$ cat config.mk
export PLATFORM = sky130hd
export DESIGN_NAME = psmmd_sqrt
export DESIGN_NICKNAME = d
export VERILOG_FILES = /design/src/sv/psmmd_pkg.sv /design/src/sv/psmmd_sqrt.sv
export SDC_FILE = /design/constraint.sdc
export NUM_CORES = 1
export LEC_CHECK = 0
export BUFFER_PORTS_ARGS = -buffer_cell sky130_fd_sc_hd__buf_2
export CAP_MARGIN = 20
export CORE_MARGIN = 2
export CORE_UTILIZATION = 30
export DETAILED_ROUTE_END_ITERATION = 6
export HOLD_SLACK_MARGIN = 0.1
export PLACE_DENSITY = 0.46
export SLEW_MARGIN = 20
export SYNTH_ARGS = -nofsm -noshare
export SYNTH_HDL_FRONTEND = slang
export SYNTH_SLANG_ARGS = --single-unit
$ cat constraint.sdc
create_clock -name clk -period 3.3 [get_ports clk]
set_clock_uncertainty 0.05 [all_clocks]
set_input_delay 0 -clock clk [delete_from_list [all_inputs] [get_ports clk]]
set_output_delay 0 -clock clk [all_outputs]
set_load 0.02 [all_outputs]
$ cat src/sv/psmmd_pkg.sv
// Shared types and constants for the point-set min/max distance block.
package psmmd_pkg;

    localparam int MODE_W  = 2;
    localparam int COORD_W = 16;
    localparam int DIFF_W  = COORD_W + 1;
    localparam int SQ_W    = 34;
    localparam int DIST_W  = 17;
    localparam int POINT_W = 2 * COORD_W;

    // Square root unit: one result bit per step
    localparam int SQRT_STEPS  = DIST_W;
    localparam int SQRT_CNT_W  = 5;
    localparam int SQRT_REM_W  = DIST_W + 1;

    typedef logic [MODE_W-1:0] mode_t;

    localparam mode_t MODE_STORE   = 2'd0;
    localparam mode_t MODE_PROCESS = 2'd1;
    localparam mode_t MODE_FINISH  = 2'd2;

    typedef logic [SQ_W-1:0]   sq_t;
    typedef logic [DIST_W-1:0] dist_t;

    localparam sq_t SQ_ALL_ONES = '1;

    typedef enum logic [4:0] {
        S_IDLE  = 5'b00001,
        S_SCAN  = 5'b00010,
        S_SQMIN = 5'b00100,
        S_SQMAX = 5'b01000,
        S_EMIT  = 5'b10000
    } state_t;

endpackage

$ cat src/sv/psmmd_sqrt.sv
// Iterative floor square root: one result bit per cycle.
module psmmd_sqrt
(
    input  logic               clk,
    input  logic               rst_n,
    input  logic               start,
    input  psmmd_pkg::sq_t     value,
    output logic               done,
    output psmmd_pkg::dist_t   root
);

    logic                                busy_reg;
    logic                                done_reg;
    logic [psmmd_pkg::SQRT_CNT_W-1:0]    step_reg;
    psmmd_pkg::sq_t                      val_reg;
    logic [psmmd_pkg::SQRT_REM_W-1:0]    rem_reg;
    psmmd_pkg::dist_t                    root_reg;

    logic [psmmd_pkg::SQRT_REM_W+1:0]    rem_shift;
    logic [psmmd_pkg::SQRT_REM_W+1:0]    trial;
    logic                                take;

    always_comb
    begin
        rem_shift = {rem_reg[psmmd_pkg::SQRT_REM_W-1:0],
                     val_reg[psmmd_pkg::SQ_W-1 -: 2]};
        trial     = {1'b0, root_reg, 2'b01};
        take      = (rem_shift >= trial);
    end

    // control
    always_ff @(posedge clk or negedge rst_n)
    begin
        if (!rst_n)
        begin
            busy_reg <= 1'b0;
            done_reg <= 1'b0;
            step_reg <= '0;
        end
        else
        begin
            if (start)
            begin
                busy_reg <= 1'b1;
                done_reg <= 1'b0;
                step_reg <= '0;
            end
            else if (busy_reg)
            begin
                if (step_reg == psmmd_pkg::SQRT_CNT_W'(psmmd_pkg::SQRT_STEPS - 1))
                begin
                    busy_reg <= 1'b0;
                    done_reg <= 1'b1;
                end
                else
                    done_reg <= 1'b0;
                step_reg <= step_reg + 1'b1;
            end
            else
                done_reg <= 1'b0;
        end
    end

    // datapath: shift in two bits of the operand, try the next root bit
    always_ff @(posedge clk)
    begin
        if (start)
        begin
            val_reg  <= value;
            rem_reg  <= '0;
            root_reg <= '0;
        end
        else if (busy_reg)
        begin
            val_reg <= {val_reg[psmmd_pkg::SQ_W-3:0], 2'b00};
            if (take)
            begin
                rem_reg  <= psmmd_pkg::SQRT_REM_W'(rem_shift - trial);
                root_reg <= {root_reg[psmmd_pkg::DIST_W-2:0], 1'b1};
            end
            else
            begin
                rem_reg  <= rem_shift[psmmd_pkg::SQRT_REM_W-1:0];
                root_reg <= {root_reg[psmmd_pkg::DIST_W-2:0], 1'b0};
            end
        end
    end

    assign done = done_reg;
    assign root = root_reg;

endmodule

# --- Yosys cells after proc, flatten, opt, wreduce, memory -nomap -nowiden ---
# Index checks and enable logic that the tools add are counted.
classes:
  n_eq_ne: 1
  n_reduce_logical: 1
  n_mux: 12
  addsub: 2
  n_lt_le_gt_ge: 1
ops:
  columns: ["operator", "n"]
  rows:
  - ["34-bit two-way mux", 2]
  - ["20-bit by 19-bit greater-or-equal comparator with 1-bit output", 1]
  - ["18-bit two-way mux", 1]
  - ["18-bit subtractor", 1]
  - ["5-bit two-way mux", 2]
  - ["1-bit two-way mux", 7]
  - ["5-bit by 1-bit adder with 5-bit output, second input constant", 1]
  - ["5-bit equality test, second input constant", 1]
  - ["2-bit nonzero test", 1]
totals:
  regBits: 76
  input_bits: 37
  output_inout_bits: 18

# --- Logic depth before layout (Yosys ltp) ---
# Gate-level depths: netlist of the first run.
depth:
  depth_word: 4
  ltp_mapped: 10
  ltp_nobuf: 8

# --- Worst setup path after synthesis of the first run ---
# Ideal clock, no wire load.
synth_path:
  path_type: "register to register"
  start: "register root_reg[10] (netlist: root[10])"
  end: "register rem_reg[14] (netlist bit)"
  stages_incl_launch_ff: 10
  setup_slack_ps: 685
  period_less_slack_ps: 2615
  setup_time_ps: 69
  arrival_ps: 2496
  t_required_ps: 3181
  cell_sequence: "dfxtp_1 inv_1 ha_1 buf_2 nand4_2 or4_4 a21oi_4 a211oi_2 or4_1 o21ai_1"
synth_between:
  elab_chain_len: 2
  elab_cells_between_ends: 3
synth_rtl:
  columns: ["element", "line", "rtl"]
  rows:
  - ["from (decl)", "psmmd_sqrt.sv:17", "psmmd_pkg::dist_t root_reg;"]
  - ["from (signal assigned)", "psmmd_sqrt.sv:79", "root_reg <= {root_reg[psmmd_pkg::DIST_W-2:0], 1'b1};"]
  - ["from (signal assigned)", "psmmd_sqrt.sv:84", "root_reg <= {root_reg[psmmd_pkg::DIST_W-2:0], 1'b0};"]
  - ["18-bit subtractor or 20-bit by 19-bit greater-or-equal comparator with 1-bit output (tied branches)", "psmmd_sqrt.sv:78, psmmd_sqrt.sv:28", null]
  - ["18-bit two-way mux *", "psmmd_sqrt.sv:76", "if (take)"]
  - ["to (signal assigned)", "psmmd_sqrt.sv:78", "rem_reg <= psmmd_pkg::SQRT_REM_W'(rem_shift - trial);"]
  - ["to (signal assigned)", "psmmd_sqrt.sv:83", "rem_reg <= rem_shift[psmmd_pkg::SQRT_REM_W-1:0];"]
  - ["to (decl)", "psmmd_sqrt.sv:16", "logic [psmmd_pkg::SQRT_REM_W-1:0] rem_reg;"]
# Every way passes the cells marked *; elsewhere a longest branch is shown, timed or not.
# A chain may end at the register's enable or synchronous reset.

# --- Worst setup path in the final report of the first run ---
layout_path:
  start: "register root_reg[9] (netlist: root[9])"
  end: "register rem_reg[10] (netlist bit)"
layout_between:
  elab_chain_len: 2
layout_rtl:
  columns: ["element", "line", "rtl"]
  rows:
  - ["20-bit by 19-bit greater-or-equal comparator with 1-bit output", "psmmd_sqrt.sv:28", "take = (rem_shift >= trial);"]
  - ["18-bit two-way mux", "psmmd_sqrt.sv:76", null]
# No other way between the ends.

==> qor.yml, run 1 <==
outcome: "completed"
drt_iter0_markers: 150
yosys_warnings: 0
grt-ovfl-total: 0
synth_xor_area_share_pct: 2.286
post_cts_buffers: 0
die_w_um: 122.5
syn_to_final_growth_pct: 27.19
port_buffers: 54
antenna_found_initial: 0
peakVddDrop_mv: 0.2623
critPathKind: "register to register"
synth_cells: 408
async_flop_share_pct: 9.211
slew_violations: 0
place.gp.congestion: 0.8330
path_max_fanout: 10
endpoint_kind: "register"
rows: 43
stdcell_area_um2: 5361
finalHoldWorstSlack_ps: 444.0
cts-buffers-inserted: 9
cts_max_path_buffers: 2
setup_ws_ps: 391.3
final_nets: 557
yosysUniqueCellTypes: 60
finalSetupViolations: 0
syn_nets: 466
synth_top_family_by_area: "compound AO/OA/AOI/OAI gates"
synthSimpleGateAreaFrac_pct: 13.30
synth_top_area_cell: "edfxtp_1"
ys.flop_type: "dfxtp_1"
worstMarginPinSlew_ps: 641.6
largest_reg_flops: 34
grt_pass1_wl_um: 16730
fmax_ghz: 0.3438
finalHoldViolCount: 0
relSlewSlack_pct: 56.12
yosysTopAreaCellShare_pct: 24.22
cp-start-kind: "register"
drc_errors: 0
rsz0062_at_grt: "no"
start_util_pct: 30.49
drv_cap: 0
clock_sink_count: 76
synthMuxAreaShare_pct: 13.06
preCtsSetupSlack_ps: 433.9
antenna_cells: 0
crit_required_ps: 3480
drive_gt1_share_pct: 22.62
ff2ff_setup_slack_ps: 390
power_uw: 4136
avgSynthCellArea_um2: 10.33
p_leak_uw: 0.002310
hold_path_class: "register to register"
cts_tree: "built"
root_buffer: "clkbuf_16"
critPathArrivalTime_ps: 3090
synth-seq-cells: 76
cts_resized: 0
vias: 3391
powerDensity_nw_per_um2: 771.4
drtPass1Iterations: 4
wl_um: 10340
ant_nets: 0
finalCriticalPeriod_ps: 2909
io_pins: 55
coreArea_um2: 13830
grt_pass1_vias: 3280
netlist_area_um2: 4215
wl_per_cell_um: 15.11
clock_latency_ps: 330
synth_compound_area_share_pct: 15.79
yosys-top-cells-area: "edfxtp_1, dfxtp_1, mux2_2"
synth-edff-count: 34
synth.yosys.seq_area_share_pct: 45.00
clk_pin_slew_worst_paths_ps: 60
dieArea_um2: 15010
period_share_pct: 88.14
dp_hpwl_um: 7148
dpl_cell_area_um2: 4698
chipHeight_um: 122.5
synth_fa_ha_area_share_pct: 6.233
ctsHoldBuffers: 37
grt_use_total_pct: 14.38
grt_max_degree: 45
viasPerCell: 4.958
finalSetupTns_ps: 0
htreeDepth: 3
==> per-stage QoR <==
step	instances	utilization, %
floorplan	408	-
global route	684	38.77
global placement	631	33.98
detailed placement	631	33.98
finish	684	38.77
CTS	684	38.77
==> per-layer routing <==
| metal | GRT usage [%] | part of all wire, % | vias to the layer above |
|---|---|---|---|
| met5 | 0 | 0 | - |
| met4 | 4.813 | 0.83 | 0 |
| met3 | 2.602 | 3.3 | 6 |
| met2 | 22.64 | 47 | 46 |
| met1 | 19.89 | 49 | 1634 |
| li1 | - | - | 1705 |
==> area by class of cell <==
class	instances	area, µm²
fill	1362	8466
multi-input combinational	286	2136
sequential	76	1897
timing repair buffer	98	705.7
clock buffer	10	229.0
tap	180	225.2
inverter	28	105.1
clock inverter	6	63.81
==> kinds of logic after synthesis <==
logic type                 after synthesis
buffers and inverters                   46
adders and majority gates               21
AOI/OAI and AO/OA                       92
muxes                                   51
xor gates and xnor gates                11
and+or+nand+nor                        111
DFF                                     76
==> placed cells by master (no fill, tap or decap), drive strengths merged, types with 7 or more instances in the layout <==
master	count
mux2i	19
a21o	7
a32oi	8
dfxtp	35
dfrtp	7
a21oi	15
nand3	7
inv	29
o21ai	19
edfxtp	34
nor2	39
mux2	32
clkbuf	10
buf	61
ha	21
a211oi	10
nand2	21
dlygate4sd3	37
==> synth_stat cells, types with 8 or more instances <==
| library cell | n |
|---|---|
| nor2_1 | 39 |
| dfxtp_1 | 35 |
| edfxtp_1 | 34 |
| mux2_2 | 32 |
| inv_1 | 28 |
| ha_1 | 21 |
| nand2_1 | 21 |
| mux2i_1 | 19 |
| o21ai_0 | 17 |
| a21oi_1 | 14 |
| a211oi_1 | 9 |
| clkbuf_1 | 9 |
| a32oi_1 | 8 |
==> critical path, stage by stage, from the launching register on <==
cell      delay (ps)
dfxtp_1          360
inv_1             60
ha_1             420
and2_1           220
nand2_1          130
o41ai_2          610
a211o_1          430
o311ai_0         220
a311oi_1         320
==> path summary, 6_finish.rpt <==
path,cells after the start,to,start
min,2,rem_reg[7],rem_reg[7]
min reg2reg,2,rem_reg[7],rem_reg[7]
min in group asynchronous,3,step_reg[3],rst_n
max,8,rem_reg[10],root[9]
max reg2reg,8,rem_reg[10],root[9]
max in group asynchronous,3,step_reg[2],rst_n
==> power by group <==
group          switching [µW]  internal (µW)  leakage (µW)
Clock                     396            586      0.000140
Sequential                100           1130      0.000741
Combinational            1110            813       0.00143
Total                    1610           2530       0.00231
(Power assumes the default switching activity.)
==> run 2, diff against run 1 <==
--- a/config.mk
+++ b/config.mk
@@ -5,13 +5,14 @@
 export SDC_FILE = /design/constraint.sdc
 export NUM_CORES = 1
 export LEC_CHECK = 0
+export ABC_AREA = 1
 export BUFFER_PORTS_ARGS = -buffer_cell sky130_fd_sc_hd__buf_2
 export CAP_MARGIN = 20
-export CORE_MARGIN = 2
 export CORE_UTILIZATION = 30
 export DETAILED_ROUTE_END_ITERATION = 6
 export HOLD_SLACK_MARGIN = 0.1
 export PLACE_DENSITY = 0.46
+export SETUP_SLACK_MARGIN = 0.15
 export SLEW_MARGIN = 20
 export SYNTH_ARGS = -nofsm -noshare
 export SYNTH_HDL_FRONTEND = slang
==> run 2 against run 1 <==
Net effect: first-iteration DRC count rose by 21%; flip-flop and latch count stayed put; wire length grew 10%; sequential share of layout area increased by 0.27 points; final cell count rose by 21%; global-route usage increased by 2.5 points; via count rose by 12%; count of clock-buffer cells in the layout up 4; combinational power up 12%; worst hold slack got worse by 310 ps; critical path type unchanged.
==> qor.yml, run 2 <==
outcome: "completed"
drtPass1Iterations: 6
synth.yosys.seq_area_share_pct: 44.55
finalSetupTns_ps: 0
ant_nets: 0
wl_per_cell_um: 13.76
worstMarginPinSlew_ps: 617.3
vias: 3797
p_sw_share_pct: 43.21
start_util_pct: 30.67
cts_resized: 0
p_leak_uw: 0.002608
critPathKind: "register to register"
crit_buf_inv: 2
share_comb_of_total_power_pct: 49.8
ctsHoldBuffers: 36
powerDensity_nw_per_um2: 813.0
grt_pass1_vias: 3797
async_flop_share_pct: 9.211
clk_pin_slew_worst_paths_ps: 60
grt_pass1_wl_um: 18820
cts_tree: "built"
syn_nets: 615
wl_um: 11410
peakVddDrop_mv: 0.2622
place.gp.congestion: 0.8884
layout_commonest_cell: "nand2_1"
yosys-top-cells-area: "edfxtp_1, nand2_1, dfxtp_1"
synth_top_family_by_area: "simple AND/OR/NAND/NOR gates"
clock_sink_count: 76
fill_cells: 1463
synth_most_common_cell: "nand2_1"
fmax_ghz: 0.4077
crit_cells: 4
rows: 43
avgSynthCellArea_um2: 7.644
dp_hpwl_um: 8196
drv_cap: 0
path_max_fanout: 18
crit_family: "buffers and inverters"
slew_violations: 0
root_buffer: "clkbuf_16"
yosysUniqueCellTypes: 39
chipHeight_um: 121.1
clock_latency_ps: 340
syn_to_final_growth_pct: 24.95
grt_max_degree: 46
grt-ovfl-total: 0
finalCriticalPeriod_ps: 2453
antenna_cells: 0
p_switching_uw: 1869
port_buffers: 54
yosys_warnings: 0
synthSimpleGateAreaFrac_pct: 30.65
synth-edff-count: 34
endpoint_kind: "register"
slowest_delay_ps: 710
synth_compound_area_share_pct: 8.669
synth_fa_ha_area_share_pct: 6.171
netlist_area_um2: 4258
antenna_found_initial: 0
final_cell_mix: "nand2_1, inv_1, buf_2"
cp-start-kind: "register"
largest_reg_flops: 34
drive_gt1_share_pct: 14.02
hold_path_class: "input port to register"
cts_max_path_buffers: 2
dieArea_um2: 14670
period_share_pct: 74.33
drc_errors: 0
cts-buffers-inserted: 9
yosysTopAreaCellShare_pct: 23.98
path_cells: "inv_1, nor2_2, inv_2, o22ai_1"
relSlewSlack_pct: 58.80
post_cts_buffers: 0
viasPerCell: 4.580
final_core_util_pct: 38.33
synth_xor_area_share_pct: 1.851
yosys-top-cells-count: "nand2_1, inv_1, dfxtp_1, edfxtp_1, nor2_1"
crit_required_ps: 3460
final_nets: 702
p_int_uw: 2457
seq_power_share_pct: 28.6
io_pins: 55
slowest_stage: "dfrtp_1"
drt_iter0_markers: 181
finalHoldWorstSlack_ps: 137.2
synthMuxAreaShare_pct: 0
synth_top_area_cell: "edfxtp_1"
holdPathStages: 3
ys.flop_type: "dfxtp_1"
htreeDepth: 3
finalSetupViolations: 0
worstRegToRegCells: 4
die_w_um: 121.1
clockPowerShare_pct: 21.6
finalHoldViolCount: 0
critPathArrivalTime_ps: 2610
grt_use_total_pct: 16.93
rsz0062_at_grt: "no"
synth-seq-cells: 76
coreArea_um2: 13880
synth_cells: 557
run 2: changes by cell type after synthesis, sizes merged, moves of 10 or more:
cell / previous run / this run
nand3: 7 / 23
nand2: 21 / 222
a21oi: 15 / 25
mux2i: 19 / 0
o22ai: 2 / 16
mux2: 32 / 0
a211oi: 10 / 0
inv: 28 / 64
run 2: worst reg2reg max path, delay by kind of cell, from the launching register on:
kind	cells	cell delay (ps)
AOI/OAI and AO/OA	1	370
and+or+nand+nor	1	440
DFF	1	710
buffers and inverters	2	750
run 2: stage by stage:
stage,total power (µW),cell area [µm²],worst slack [ps],cells
after global placement,3387,4686,893.3,777
final,4325,5320,847.2,829
after CTS,4352,5320,801.7,829
after floorplan,2913,4258,983.3,557
after detailed placement,3363,4686,816.0,777
after global routing,4698,5320,692.6,829
run 2: cells by family (layout without fill, tap and decap cells):
logic type      after synthesis  count (layout)
simple gates                303             303
xor+xnor                      9               9
flops                        76              76
fa+ha+maj                    21              21
compound gates               63              63
buf+inv                      85             177
run 2: layer usage:
| metal | wire (µm) | track usage (%) |
|---|---|---|
| met3 | 491 | 3.524 |
| met5 | 0 | 0 |
| met2 | 5281 | 28.18 |
| met4 | 223 | 6.790 |
| met1 | 5413 | 21.27 |
run 2: layout make-up:
cell class | instances | area (µm²) | share of cell area (%)
Tap cell | 180 | 225.2 | 4.233
Sequential cell | 76 | 1897 | 35.65
Clock inverter | 2 | 10.01 | 0.1881
Multi-Input combinational cell | 396 | 2016 | 37.89
Clock buffer | 14 | 264.0 | 4.962
Inverter | 68 | 255.2 | 4.798
Timing Repair Buffer | 93 | 653.1 | 12.28
run 2: final timing paths:
path / start / endpoint / slack, ps
max in group asynchronous: rst_n / step_reg[3] / 2380
max: busy_reg / root[8] / 850
min: start / val_reg[1] / 140
max reg2reg: busy_reg / root[8] / 850
min reg2reg: step_reg[4] / step_reg[4] / 410
min in group asynchronous: rst_n / busy_reg / 570
run 2: power by group through the flow:
| stage | sequential, µW | combinational (µW) | clock, µW |
|---|---|---|---|
| finish | 1240 | 2160 | 934 |
| global route | 1250 | 2430 | 1010 |
| floorplan | 1220 | 1690 | 0 |
| detailed placement | 1260 | 2110 | 0 |
| CTS | 1240 | 2150 | 962 |
| global placement | 1260 | 2130 | 0 |
